[src/cso_pkg.sv]
`timescale 1ns / 1ps
// Shared types, constants and sprite tables for the cursor sprite overlay.
// No dependencies; every other file imports this package.

package cso_pkg;

    localparam int CSO_COORD_BITS = 12;   // default pixel coordinate width
    localparam int CFG_W          = 13;   // cursor position and screen size width
    localparam int COLOR_W        = 32;
    localparam int CFG_DATA_W     = 32;   // widest register
    localparam int CFG_IDX_W      = 3;
    localparam int SPRITE_ROWS    = 16;
    localparam int SPRITE_COLS    = 8;
    localparam int ROW_BITS       = $clog2(SPRITE_ROWS);
    localparam int COL_BITS       = $clog2(SPRITE_COLS);

    // Register indexes on the configuration port
    typedef enum logic [CFG_IDX_W-1:0] {
        REG_CURSOR_X      = 3'd0,
        REG_CURSOR_Y      = 3'd1,
        REG_SCREEN_WIDTH  = 3'd2,
        REG_SCREEN_HEIGHT = 3'd3,
        REG_BORDER_COLOR  = 3'd4,
        REG_FILL_COLOR    = 3'd5
    } cfg_reg_t;

    localparam logic [CFG_W-1:0]   RST_CURSOR_X      = 13'd0;
    localparam logic [CFG_W-1:0]   RST_CURSOR_Y      = 13'd0;
    localparam logic [CFG_W-1:0]   RST_SCREEN_WIDTH  = 13'd1024;
    localparam logic [CFG_W-1:0]   RST_SCREEN_HEIGHT = 13'd768;
    localparam logic [COLOR_W-1:0] RST_BORDER_COLOR  = 32'h0000_0000;
    localparam logic [COLOR_W-1:0] RST_FILL_COLOR    = 32'hFFFF_FFFF;

    typedef struct packed {
        logic signed [CFG_W-1:0] cursor_x;
        logic signed [CFG_W-1:0] cursor_y;
        logic [CFG_W-1:0]        screen_width;
        logic [CFG_W-1:0]        screen_height;
        logic [COLOR_W-1:0]      border_color;
        logic [COLOR_W-1:0]      fill_color;
    } cso_cfg_t;

    // Arrow bitmap, one byte per row, MSB is column 0
    function automatic logic [SPRITE_COLS-1:0] arrow_row(input logic [ROW_BITS-1:0] row);
        logic [SPRITE_COLS-1:0] bits;
        case (row)
            4'd0:    bits = 8'h80;
            4'd1:    bits = 8'hC0;
            4'd2:    bits = 8'hE0;
            4'd3:    bits = 8'hF0;
            4'd4:    bits = 8'hF8;
            4'd5:    bits = 8'hFC;
            4'd6:    bits = 8'hFE;
            4'd7:    bits = 8'hFF;
            4'd8:    bits = 8'hFC;
            4'd9:    bits = 8'hFC;
            4'd10:   bits = 8'hF0;
            4'd11:   bits = 8'hD8;
            4'd12:   bits = 8'h98;
            4'd13:   bits = 8'h0C;
            4'd14:   bits = 8'h0C;
            4'd15:   bits = 8'h06;
            default: bits = '0;
        endcase
        return bits;
    endfunction

    // Outline bits of a row: a set bit is interior only when the bit to its
    // left and the bit above are both set; column 0 and row 0 have no such
    // neighbor, so they are always outline.
    function automatic logic [SPRITE_COLS-1:0] arrow_edge(input logic [ROW_BITS-1:0] row);
        logic [SPRITE_COLS-1:0] cur;
        logic [SPRITE_COLS-1:0] above;
        logic [SPRITE_COLS-1:0] left;
        cur   = arrow_row(row);
        above = (row == '0) ? '0 : arrow_row(row - 1'b1);
        left  = cur >> 1;
        return cur & ~(left & above);
    endfunction

endpackage

[src/cso_intf.sv]
`timescale 1ns / 1ps
// Channel interfaces of the cursor overlay: pixel beats in, overlay beats out.
// Depends on cso_pkg.

interface cso_pixel_if
    import cso_pkg::*;
#(
    parameter int COORD_BITS = CSO_COORD_BITS
) ();
    logic                  valid;
    logic                  ready;
    logic [COORD_BITS-1:0] pixel_x;
    logic [COORD_BITS-1:0] pixel_y;
    logic [COLOR_W-1:0]    background_pixel;

    modport source (output valid, output pixel_x, output pixel_y,
                    output background_pixel, input ready);
    modport sink   (input valid, input pixel_x, input pixel_y,
                    input background_pixel, output ready);
endinterface

interface cso_overlay_if
    import cso_pkg::*;
();
    logic               valid;
    logic               ready;
    logic [COLOR_W-1:0] pixel_color;
    logic               cursor_hit;

    modport source (output valid, output pixel_color, output cursor_hit, input ready);
    modport sink   (input valid, input pixel_color, input cursor_hit, output ready);
endinterface

[src/cso_cfg_regs.sv]
`timescale 1ns / 1ps
// Configuration register bank of the cursor overlay.
// Depends on cso_pkg.

module cso_cfg_regs
    import cso_pkg::*;
(
    input  logic                  clk,
    input  logic                  rst_n,
    input  logic                  cfg_we,
    input  logic [CFG_IDX_W-1:0]  cfg_index,
    input  logic [CFG_DATA_W-1:0] cfg_data,
    output cso_cfg_t              cfg
);

    cso_cfg_t cfg_reg;
    cso_cfg_t cfg_next;

    always_comb
    begin
        cfg_next = cfg_reg;
        if (cfg_we)
        begin
            case (cfg_index)
                REG_CURSOR_X:      cfg_next.cursor_x      = signed'(cfg_data[CFG_W-1:0]);
                REG_CURSOR_Y:      cfg_next.cursor_y      = signed'(cfg_data[CFG_W-1:0]);
                REG_SCREEN_WIDTH:  cfg_next.screen_width  = cfg_data[CFG_W-1:0];
                REG_SCREEN_HEIGHT: cfg_next.screen_height = cfg_data[CFG_W-1:0];
                REG_BORDER_COLOR:  cfg_next.border_color  = cfg_data[COLOR_W-1:0];
                REG_FILL_COLOR:    cfg_next.fill_color    = cfg_data[COLOR_W-1:0];
                default:           cfg_next = cfg_reg;   // drop writes past the list
            endcase
        end
    end

    always_ff @(posedge clk or negedge rst_n)
    begin
        if (!rst_n)
        begin
            cfg_reg.cursor_x      <= signed'(RST_CURSOR_X);
            cfg_reg.cursor_y      <= signed'(RST_CURSOR_Y);
            cfg_reg.screen_width  <= RST_SCREEN_WIDTH;
            cfg_reg.screen_height <= RST_SCREEN_HEIGHT;
            cfg_reg.border_color  <= RST_BORDER_COLOR;
            cfg_reg.fill_color    <= RST_FILL_COLOR;
        end
        else
        begin
            cfg_reg <= cfg_next;
        end
    end

    assign cfg = cfg_reg;

endmodule

[src/cso_sprite_eval.sv]
`timescale 1ns / 1ps
// Per-pixel cursor decision: clip, sprite offset, bitmap lookup, border/fill select.
// Depends on cso_pkg.

module cso_sprite_eval
    import cso_pkg::*;
#(
    parameter int COORD_BITS = CSO_COORD_BITS
) (
    input  logic [COORD_BITS-1:0] pixel_x,
    input  logic [COORD_BITS-1:0] pixel_y,
    input  logic [COLOR_W-1:0]    background_pixel,
    input  cso_cfg_t              cfg,
    output logic [COLOR_W-1:0]    pixel_color,
    output logic                  cursor_hit
);

    localparam int MW = (COORD_BITS > CFG_W) ? COORD_BITS : CFG_W;
    localparam int DW = MW + 2;   // signed offset, holds max coord plus 4096

    logic [MW-1:0]        px_w;
    logic [MW-1:0]        py_w;
    logic [MW-1:0]        sw_w;
    logic [MW-1:0]        sh_w;
    logic                 visible;
    logic signed [DW-1:0] col;
    logic signed [DW-1:0] row;
    logic                 in_sprite;
    logic [SPRITE_COLS-1:0] row_bits;
    logic [SPRITE_COLS-1:0] edge_bits;
    logic [COL_BITS-1:0]  bit_pos;

    assign px_w = {{(MW-COORD_BITS){1'b0}}, pixel_x};
    assign py_w = {{(MW-COORD_BITS){1'b0}}, pixel_y};
    assign sw_w = {{(MW-CFG_W){1'b0}}, cfg.screen_width};
    assign sh_w = {{(MW-CFG_W){1'b0}}, cfg.screen_height};

    assign visible = (px_w < sw_w) && (py_w < sh_w);

    assign col = signed'({{(DW-COORD_BITS){1'b0}}, pixel_x})
               - signed'({{(DW-CFG_W){cfg.cursor_x[CFG_W-1]}}, cfg.cursor_x});
    assign row = signed'({{(DW-COORD_BITS){1'b0}}, pixel_y})
               - signed'({{(DW-CFG_W){cfg.cursor_y[CFG_W-1]}}, cfg.cursor_y});

    // In the sprite when 0 <= col < 8 and 0 <= row < 16
    assign in_sprite = (col[DW-1:COL_BITS] == '0) && (row[DW-1:ROW_BITS] == '0);

    assign row_bits  = arrow_row(row[ROW_BITS-1:0]);
    assign edge_bits = arrow_edge(row[ROW_BITS-1:0]);
    assign bit_pos   = COL_BITS'(SPRITE_COLS - 1) - col[COL_BITS-1:0];

    always_comb
    begin
        pixel_color = background_pixel;
        cursor_hit  = 1'b0;
        if (visible && in_sprite && row_bits[bit_pos])
        begin
            cursor_hit  = 1'b1;
            pixel_color = edge_bits[bit_pos] ? cfg.border_color : cfg.fill_color;
        end
    end

endmodule

[src/cursor_sprite_overlay.sv]
`timescale 1ns / 1ps
// Top level of the hardware cursor overlay: input register, sprite decision, result register.
// Depends on cso_pkg, cso_intf, cso_cfg_regs and cso_sprite_eval.
//
//   Channel   Direction  Handshake        Beat contents
//   pixel     in         valid/ready      pixel_x, pixel_y, background_pixel
//   overlay   out        valid/ready      pixel_color, cursor_hit
//   cfg_*     in         write enable     cfg_index, cfg_data (no read-back)
//
// One pixel beat per clock, sustained while overlay is ready. A beat is captured in the input
// register, passes through the sprite decision and is then captured in the result register.
// The sprite decision between the two registers sets the clock period: one
// 15-bit subtract per axis, a 13-bit clip compare per axis and a 16-entry bitmap lookup.
// Reset (rst_n low, asynchronous) empties both registers and loads the register
// reset values. A stall on overlay holds the result; pixel keeps accepting while
// the input register is free or can move forward in the same cycle.

module cursor_sprite_overlay
    import cso_pkg::*;
#(
    parameter int COORD_BITS = CSO_COORD_BITS
) (
    input  logic                  clk,
    input  logic                  rst_n,
    input  logic                  cfg_we,
    input  logic [CFG_IDX_W-1:0]  cfg_index,
    input  logic [CFG_DATA_W-1:0] cfg_data,
    cso_pixel_if.sink             pixel,
    cso_overlay_if.source         overlay
);

    cso_cfg_t cfg;

    // Input register
    logic                  in_valid_reg;
    logic                  in_valid_next;
    logic [COORD_BITS-1:0] in_x_reg;
    logic [COORD_BITS-1:0] in_y_reg;
    logic [COLOR_W-1:0]    in_bg_reg;

    // Result register
    logic                  out_valid_reg;
    logic                  out_valid_next;
    logic [COLOR_W-1:0]    out_color_reg;
    logic                  out_hit_reg;

    logic [COLOR_W-1:0]    eval_color;
    logic                  eval_hit;
    logic                  in_accept;
    logic                  advance;

    cso_cfg_regs u_cfg_regs (
        .clk       (clk),
        .rst_n     (rst_n),
        .cfg_we    (cfg_we),
        .cfg_index (cfg_index),
        .cfg_data  (cfg_data),
        .cfg       (cfg)
    );

    cso_sprite_eval #(
        .COORD_BITS (COORD_BITS)
    ) u_sprite_eval (
        .pixel_x          (in_x_reg),
        .pixel_y          (in_y_reg),
        .background_pixel (in_bg_reg),
        .cfg              (cfg),
        .pixel_color      (eval_color),
        .cursor_hit       (eval_hit)
    );

    // Advance the input register whenever the result register is empty or drains
    assign advance      = in_valid_reg && (!out_valid_reg || overlay.ready);
    assign pixel.ready  = !in_valid_reg || advance;
    assign in_accept    = pixel.valid && pixel.ready;

    always_comb
    begin
        in_valid_next = in_valid_reg;
        if (pixel.ready)
        begin
            in_valid_next = pixel.valid;
        end

        out_valid_next = out_valid_reg;
        if (advance)
        begin
            out_valid_next = 1'b1;
        end
        else if (overlay.ready)
        begin
            out_valid_next = 1'b0;   // drop the beat once taken
        end
    end

    always_ff @(posedge clk or negedge rst_n)
    begin
        if (!rst_n)
        begin
            in_valid_reg  <= 1'b0;
            out_valid_reg <= 1'b0;
        end
        else
        begin
            in_valid_reg  <= in_valid_next;
            out_valid_reg <= out_valid_next;
        end
    end

    // Payload: no reset, loaded only on a moving beat
    always_ff @(posedge clk)
    begin
        if (in_accept)
        begin
            in_x_reg  <= pixel.pixel_x;
            in_y_reg  <= pixel.pixel_y;
            in_bg_reg <= pixel.background_pixel;
        end
        if (advance)
        begin
            out_color_reg <= eval_color;
            out_hit_reg   <= eval_hit;
        end
    end

    assign overlay.valid       = out_valid_reg;
    assign overlay.pixel_color = out_color_reg;
    assign overlay.cursor_hit  = out_hit_reg;

    // An accepted beat is always held in the input register next cycle
    a_accept_lands: assert property (@(posedge clk) disable iff (!rst_n)
        in_accept |=> in_valid_reg)
        else $error("accepted pixel beat lost");

    // A beat that leaves the input register always shows up as a result
    a_advance_lands: assert property (@(posedge clk) disable iff (!rst_n)
        advance |=> out_valid_reg)
        else $error("advanced beat did not reach the result register");

    // While the output stalls, the waiting input beat holds its place and value
    a_stall_holds: assert property (@(posedge clk) disable iff (!rst_n)
        (in_valid_reg && out_valid_reg && !overlay.ready)
            |=> (in_valid_reg && $stable(in_x_reg) && $stable(in_y_reg)
                 && $stable(in_bg_reg)))
        else $error("input register changed during output stall");

    // A pending result holds in the result register until the sink takes it
    a_no_overrun: assert property (@(posedge clk) disable iff (!rst_n)
        (out_valid_reg && !overlay.ready && !advance) |=> out_valid_reg)
        else $error("pending result dropped");

endmodule

[src/flat_wrapper.sv]
// flat-port wrapper written by rule: the top's interface ports become plain ports
module cursor_sprite_overlay_flat import cso_pkg::*;
#(
    parameter int COORD_BITS = CSO_COORD_BITS
)
  (clk, rst_n, cfg_we, cfg_index, cfg_data, pixel_valid, pixel_pixel_x, pixel_pixel_y, pixel_background_pixel, pixel_ready, overlay_valid, overlay_pixel_color, overlay_cursor_hit, overlay_ready);
  cso_pixel_if #(.COORD_BITS(COORD_BITS)) pixel_i ();
  cso_overlay_if overlay_i ();
  input  logic clk;
  input  logic rst_n;
  input  logic cfg_we;
  input  logic [CFG_IDX_W-1:0] cfg_index;
  input  logic [CFG_DATA_W-1:0] cfg_data;
  input wire logic [$bits(pixel_i.valid)-1:0] pixel_valid;
  input wire logic [$bits(pixel_i.pixel_x)-1:0] pixel_pixel_x;
  input wire logic [$bits(pixel_i.pixel_y)-1:0] pixel_pixel_y;
  input wire logic [$bits(pixel_i.background_pixel)-1:0] pixel_background_pixel;
  output wire logic [$bits(pixel_i.ready)-1:0] pixel_ready;
  output wire logic [$bits(overlay_i.valid)-1:0] overlay_valid;
  output wire logic [$bits(overlay_i.pixel_color)-1:0] overlay_pixel_color;
  output wire logic [$bits(overlay_i.cursor_hit)-1:0] overlay_cursor_hit;
  input wire logic [$bits(overlay_i.ready)-1:0] overlay_ready;
  assign pixel_i.valid = pixel_valid;
  assign pixel_i.pixel_x = pixel_pixel_x;
  assign pixel_i.pixel_y = pixel_pixel_y;
  assign pixel_i.background_pixel = pixel_background_pixel;
  assign pixel_ready = pixel_i.ready;
  assign overlay_valid = overlay_i.valid;
  assign overlay_pixel_color = overlay_i.pixel_color;
  assign overlay_cursor_hit = overlay_i.cursor_hit;
  assign overlay_i.ready = overlay_ready;
  cursor_sprite_overlay #(.COORD_BITS(COORD_BITS)) u_core (.clk(clk), .rst_n(rst_n), .cfg_we(cfg_we), .cfg_index(cfg_index), .cfg_data(cfg_data), .pixel(pixel_i), .overlay(overlay_i));
endmodule
[config.mk]
export PLATFORM = sky130hd
export DESIGN_NAME = cursor_sprite_overlay_flat
export DESIGN_NICKNAME = d
export VERILOG_FILES = /design/src/cso_pkg.sv /design/src/cso_intf.sv /design/src/cso_cfg_regs.sv /design/src/cso_sprite_eval.sv /design/src/cursor_sprite_overlay.sv /design/src/flat_wrapper.sv
export SDC_FILE = /design/constraint.sdc
export NUM_CORES = 1
export LEC_CHECK = 0
export BUFFER_PORTS_ARGS = -buffer_cell sky130_fd_sc_hd__buf_4
export CORE_ASPECT_RATIO = 1.1
export CORE_MARGIN = 1.5
export CORE_UTILIZATION = 45
export DETAILED_ROUTE_END_ITERATION = 8
export SKIP_CTS_REPAIR_TIMING = 1
export SYNTH_ARGS = -nofsm -noshare
export SYNTH_HDL_FRONTEND = slang
export SYNTH_SLANG_ARGS = --single-unit
[constraint.sdc]
create_clock -name clk -period 9.6 [get_ports clk]
set_input_delay 0.96 -clock clk [delete_from_list [all_inputs] [get_ports clk]]
set_output_delay 0.96 -clock clk [all_outputs]
set_load 0.02 [all_outputs]
==> metrics.cfg <==
[global_route]
grt_usage_pct = 21.6
grt_max_degree = 97
grt_pass1_wl_um = 43500
overflow = 0
grt_pass1_vias = 7871
antenna_found_initial = 0

[route]
highest_layer = met4
drc = 0
wl_met3_um = 1360
wirelength_um = 27400
wl_met1_um = 12300
drtAntennaViolNets = 0
wl_met2_um = 13100
drt_pre_antenna_iters = 5
drtIter0Drc = 483
vias_per_cell = 5.62
post_drt_wl_per_cell_um = 19.6
vias = 7873

[floorplan]
start_util_pct = 46.3
coreArea_mm2 = 0.0238
die-area_mm2 = 0.0255
die_w_um = 152
die_y_um = 167
rows = 59
io_pins = 131

[critical_path]
end_kind = register
cpMostUsedCell = ha_1
crit_required_ns = 9.83
worstPathArrival_ns = 5.62
cpLargestDelayFamily = compound AO/OA/AOI/OAI gates
worstSetupPathType = register to register
max_stage_delay_ns = 0.98
crit_chain = inv_1 -> ha_1 -> fa_1 -> ha_1 -> inv_1 -> ha_1 -> or3_1 -> a21boi_0 -> a311o_1 -> nor2_1 -> a2111oi_0 -> o211a_2 -> and2_2 -> o211ai_1
crit_buf_inv = 2
slowest_stage = and2_2
startpoint_type = register
cp_max_fo = 33

[placement]
place_hpwl_um = 19100
gp_congestion = 0.913
port_buffers = 130
dpl_cell_area_mm2 = 0.0123

[timing]
finClkSkew_ns = 0.0187
period_needed_ns = 5.39
holdWs_ns = 0.488
tns_ns = 0
finalSetupViolations = 0
worst_pin_slew_ns = 1.07
finalCritPeriodShare_pct = 56.1
rsz0062_at_grt = false
slew_headroom_pct = 28.5
slew_violations = 0
hold_violations = 0
fmax_mhz = 186

[synthesis]
syn_avg_cell_area_um2 = 11.5
yosys.cell_types.count = 75
synth_flop_cell = edfxtp_1
ys_seq_area_share_pct = 51.4
syn-cell-area_mm2 = 0.0110
async_reset_ff_share_pct = 57.0
synth_edf_count = 89
postSynthCellCount = 956
synth-seq-cells = 207
synth_nets = 1110
yosysWarnings = 0

[clock_tree]
htreeDepth = 1
cts.reportedPaths.clkPinSlew_ns = 0.06
clock_path_buffers = 3
cts_buffers = 24
cts.sinks = 207
insertion_delay_ns = 0.52
cts_tree = done
cts-root-buf = clkbuf_16

[hold_path]
min_path_type = register to register

[cells_and_area]
area_growth_pct = 17.9
fin_util_pct = 54.6
fin_area_mm2 = 0.0130
layout-drive-gt1-share_pct = 31.9
antenna_cells = 0
nets = 1231
largest_reg_flops = 116

[power]
leakagePower_uw = 0.00533
p_per_area_mw_per_mm2 = 232
vdd_drop_max_uv = 168

[job]
maxCapViolations = 0

[status]
status = finished, final reports clean

[through the flow]
stage / setup slack [ns] / total power, uW / std cells
floorplan: 5.77 / 1900 / 956
global placement: 4.25 / 2190 / 1356
detailed placement: 4.23 / 2180 / 1356
CTS: 4.20 / 3040 / 1400
global route: 3.82 / 3190 / 1400
finish: 4.21 / 3020 / 1400
[worst paths after layout]
check	endpoint	depth (start not counted)	slack [ns]	start
setup / recovery	u_core.overlay.pixel_color[0]	14	4.21	u_core.in_y_reg[0]
hold / removal	u_core.overlay.valid	1	0.49	u_core.in_valid_reg
setup reg to reg	u_core.overlay.pixel_color[0]	14	4.21	u_core.in_y_reg[0]
hold reg to reg	u_core.overlay.valid	1	0.49	u_core.in_valid_reg
max in group asynchronous	u_core.u_cfg_regs.cfg[92]	2	7.78	rst_n
min in group asynchronous	u_core.u_cfg_regs.cfg[110]	1	0.54	rst_n
[placed cells by master, fill, tap and decap left out, types with 26 or more instances in the layout]
| master | n |
|---|---|
| mux2_2 | 83 |
| dfstp_2 | 35 |
| inv_1 | 65 |
| buf_4 | 140 |
| o211ai_2 | 31 |
| nand2b_1 | 47 |
| nand4_1 | 41 |
| ha_1 | 56 |
| dfrtp_1 | 83 |
| edfxtp_1 | 89 |
| nor2_1 | 26 |
| o21ai_0 | 54 |
| a21oi_1 | 29 |
| nand2_1 | 88 |
[synthesized netlist by cell type, types with 7 or more instances]
master / n / area share [%]
o21ai_0: 54 / 2.4
nor2b_1: 9 / 0.51
ha_1: 56 / 6.3
buf_6: 7 / 0.71
o211ai_2: 31 / 3.5
nand3_1: 13 / 0.59
nand2_1: 88 / 3.0
nand4_1: 41 / 2.3
dfstp_2: 35 / 8.3
nor2_1: 26 / 0.88
mux2_2: 83 / 8.5
dfrtp_1: 83 / 19
inv_1: 65 / 2.2
o21a_1: 9 / 0.61
buf_2: 8 / 0.36
nand2b_1: 47 / 2.7
edfxtp_1: 89 / 24
a21oi_1: 29 / 1.3
nor3_1: 13 / 0.59
clkbuf_1: 26 / 0.88
[report_power, final]
| part | internal, uW | total (uW) | switching, uW |
|---|---|---|---|
| Combinational | 361 | 1020 | 660 |
| Clock | 494 | 849 | 355 |
| Sequential | 1090 | 1150 | 60.3 |
| Total | 1940 | 3020 | 1080 |
[cells by family after synthesis]
kind of cell / Yosys count / share of synthesized area, %
muxes: 90 / 9.11
xor gates and xnor gates: 10 / 0.793
buffers and inverters: 111 / 4.55
and+or+nand+nor: 288 / 14.1
AOI/OAI and AO/OA: 192 / 13.4
adders and majority gates: 58 / 6.71
DFF: 207 / 51.4
[routing by layer]
layer  vias to the layer above  track usage, %
met3                        46            3.05
met1                      3860            29.7
met4                         0            6.33
met2                       198            35.7
li1                       3769               -
met5                         -               0
[worst reg2reg max path, cell delays in order (launching register included)]
cell       delay (ns)
edfxtp_1         0.35
inv_1            0.05
ha_1             0.22
fa_1             0.68
ha_1             0.32
inv_1            0.14
ha_1             0.26
or3_1            0.32
a21boi_0         0.16
a311o_1          0.17
nor2_1           0.08
a2111oi_0        0.35
o211a_2          0.77
and2_2           0.99
o211ai_1         0.23
[area by class of cell]
| cell class | instances | area [um^2] |
|---|---|---|
| clock buffer | 36 | 686 |
| timing repair buffer | 140 | 1050 |
| inverter | 66 | 248 |
| fill | 2079 | 10800 |
| sequential | 207 | 5670 |
| multi-input combinational | 638 | 4920 |
| tap | 305 | 382 |
| clock inverter | 8 | 55.1 |
(Power assumes the default switching activity.)
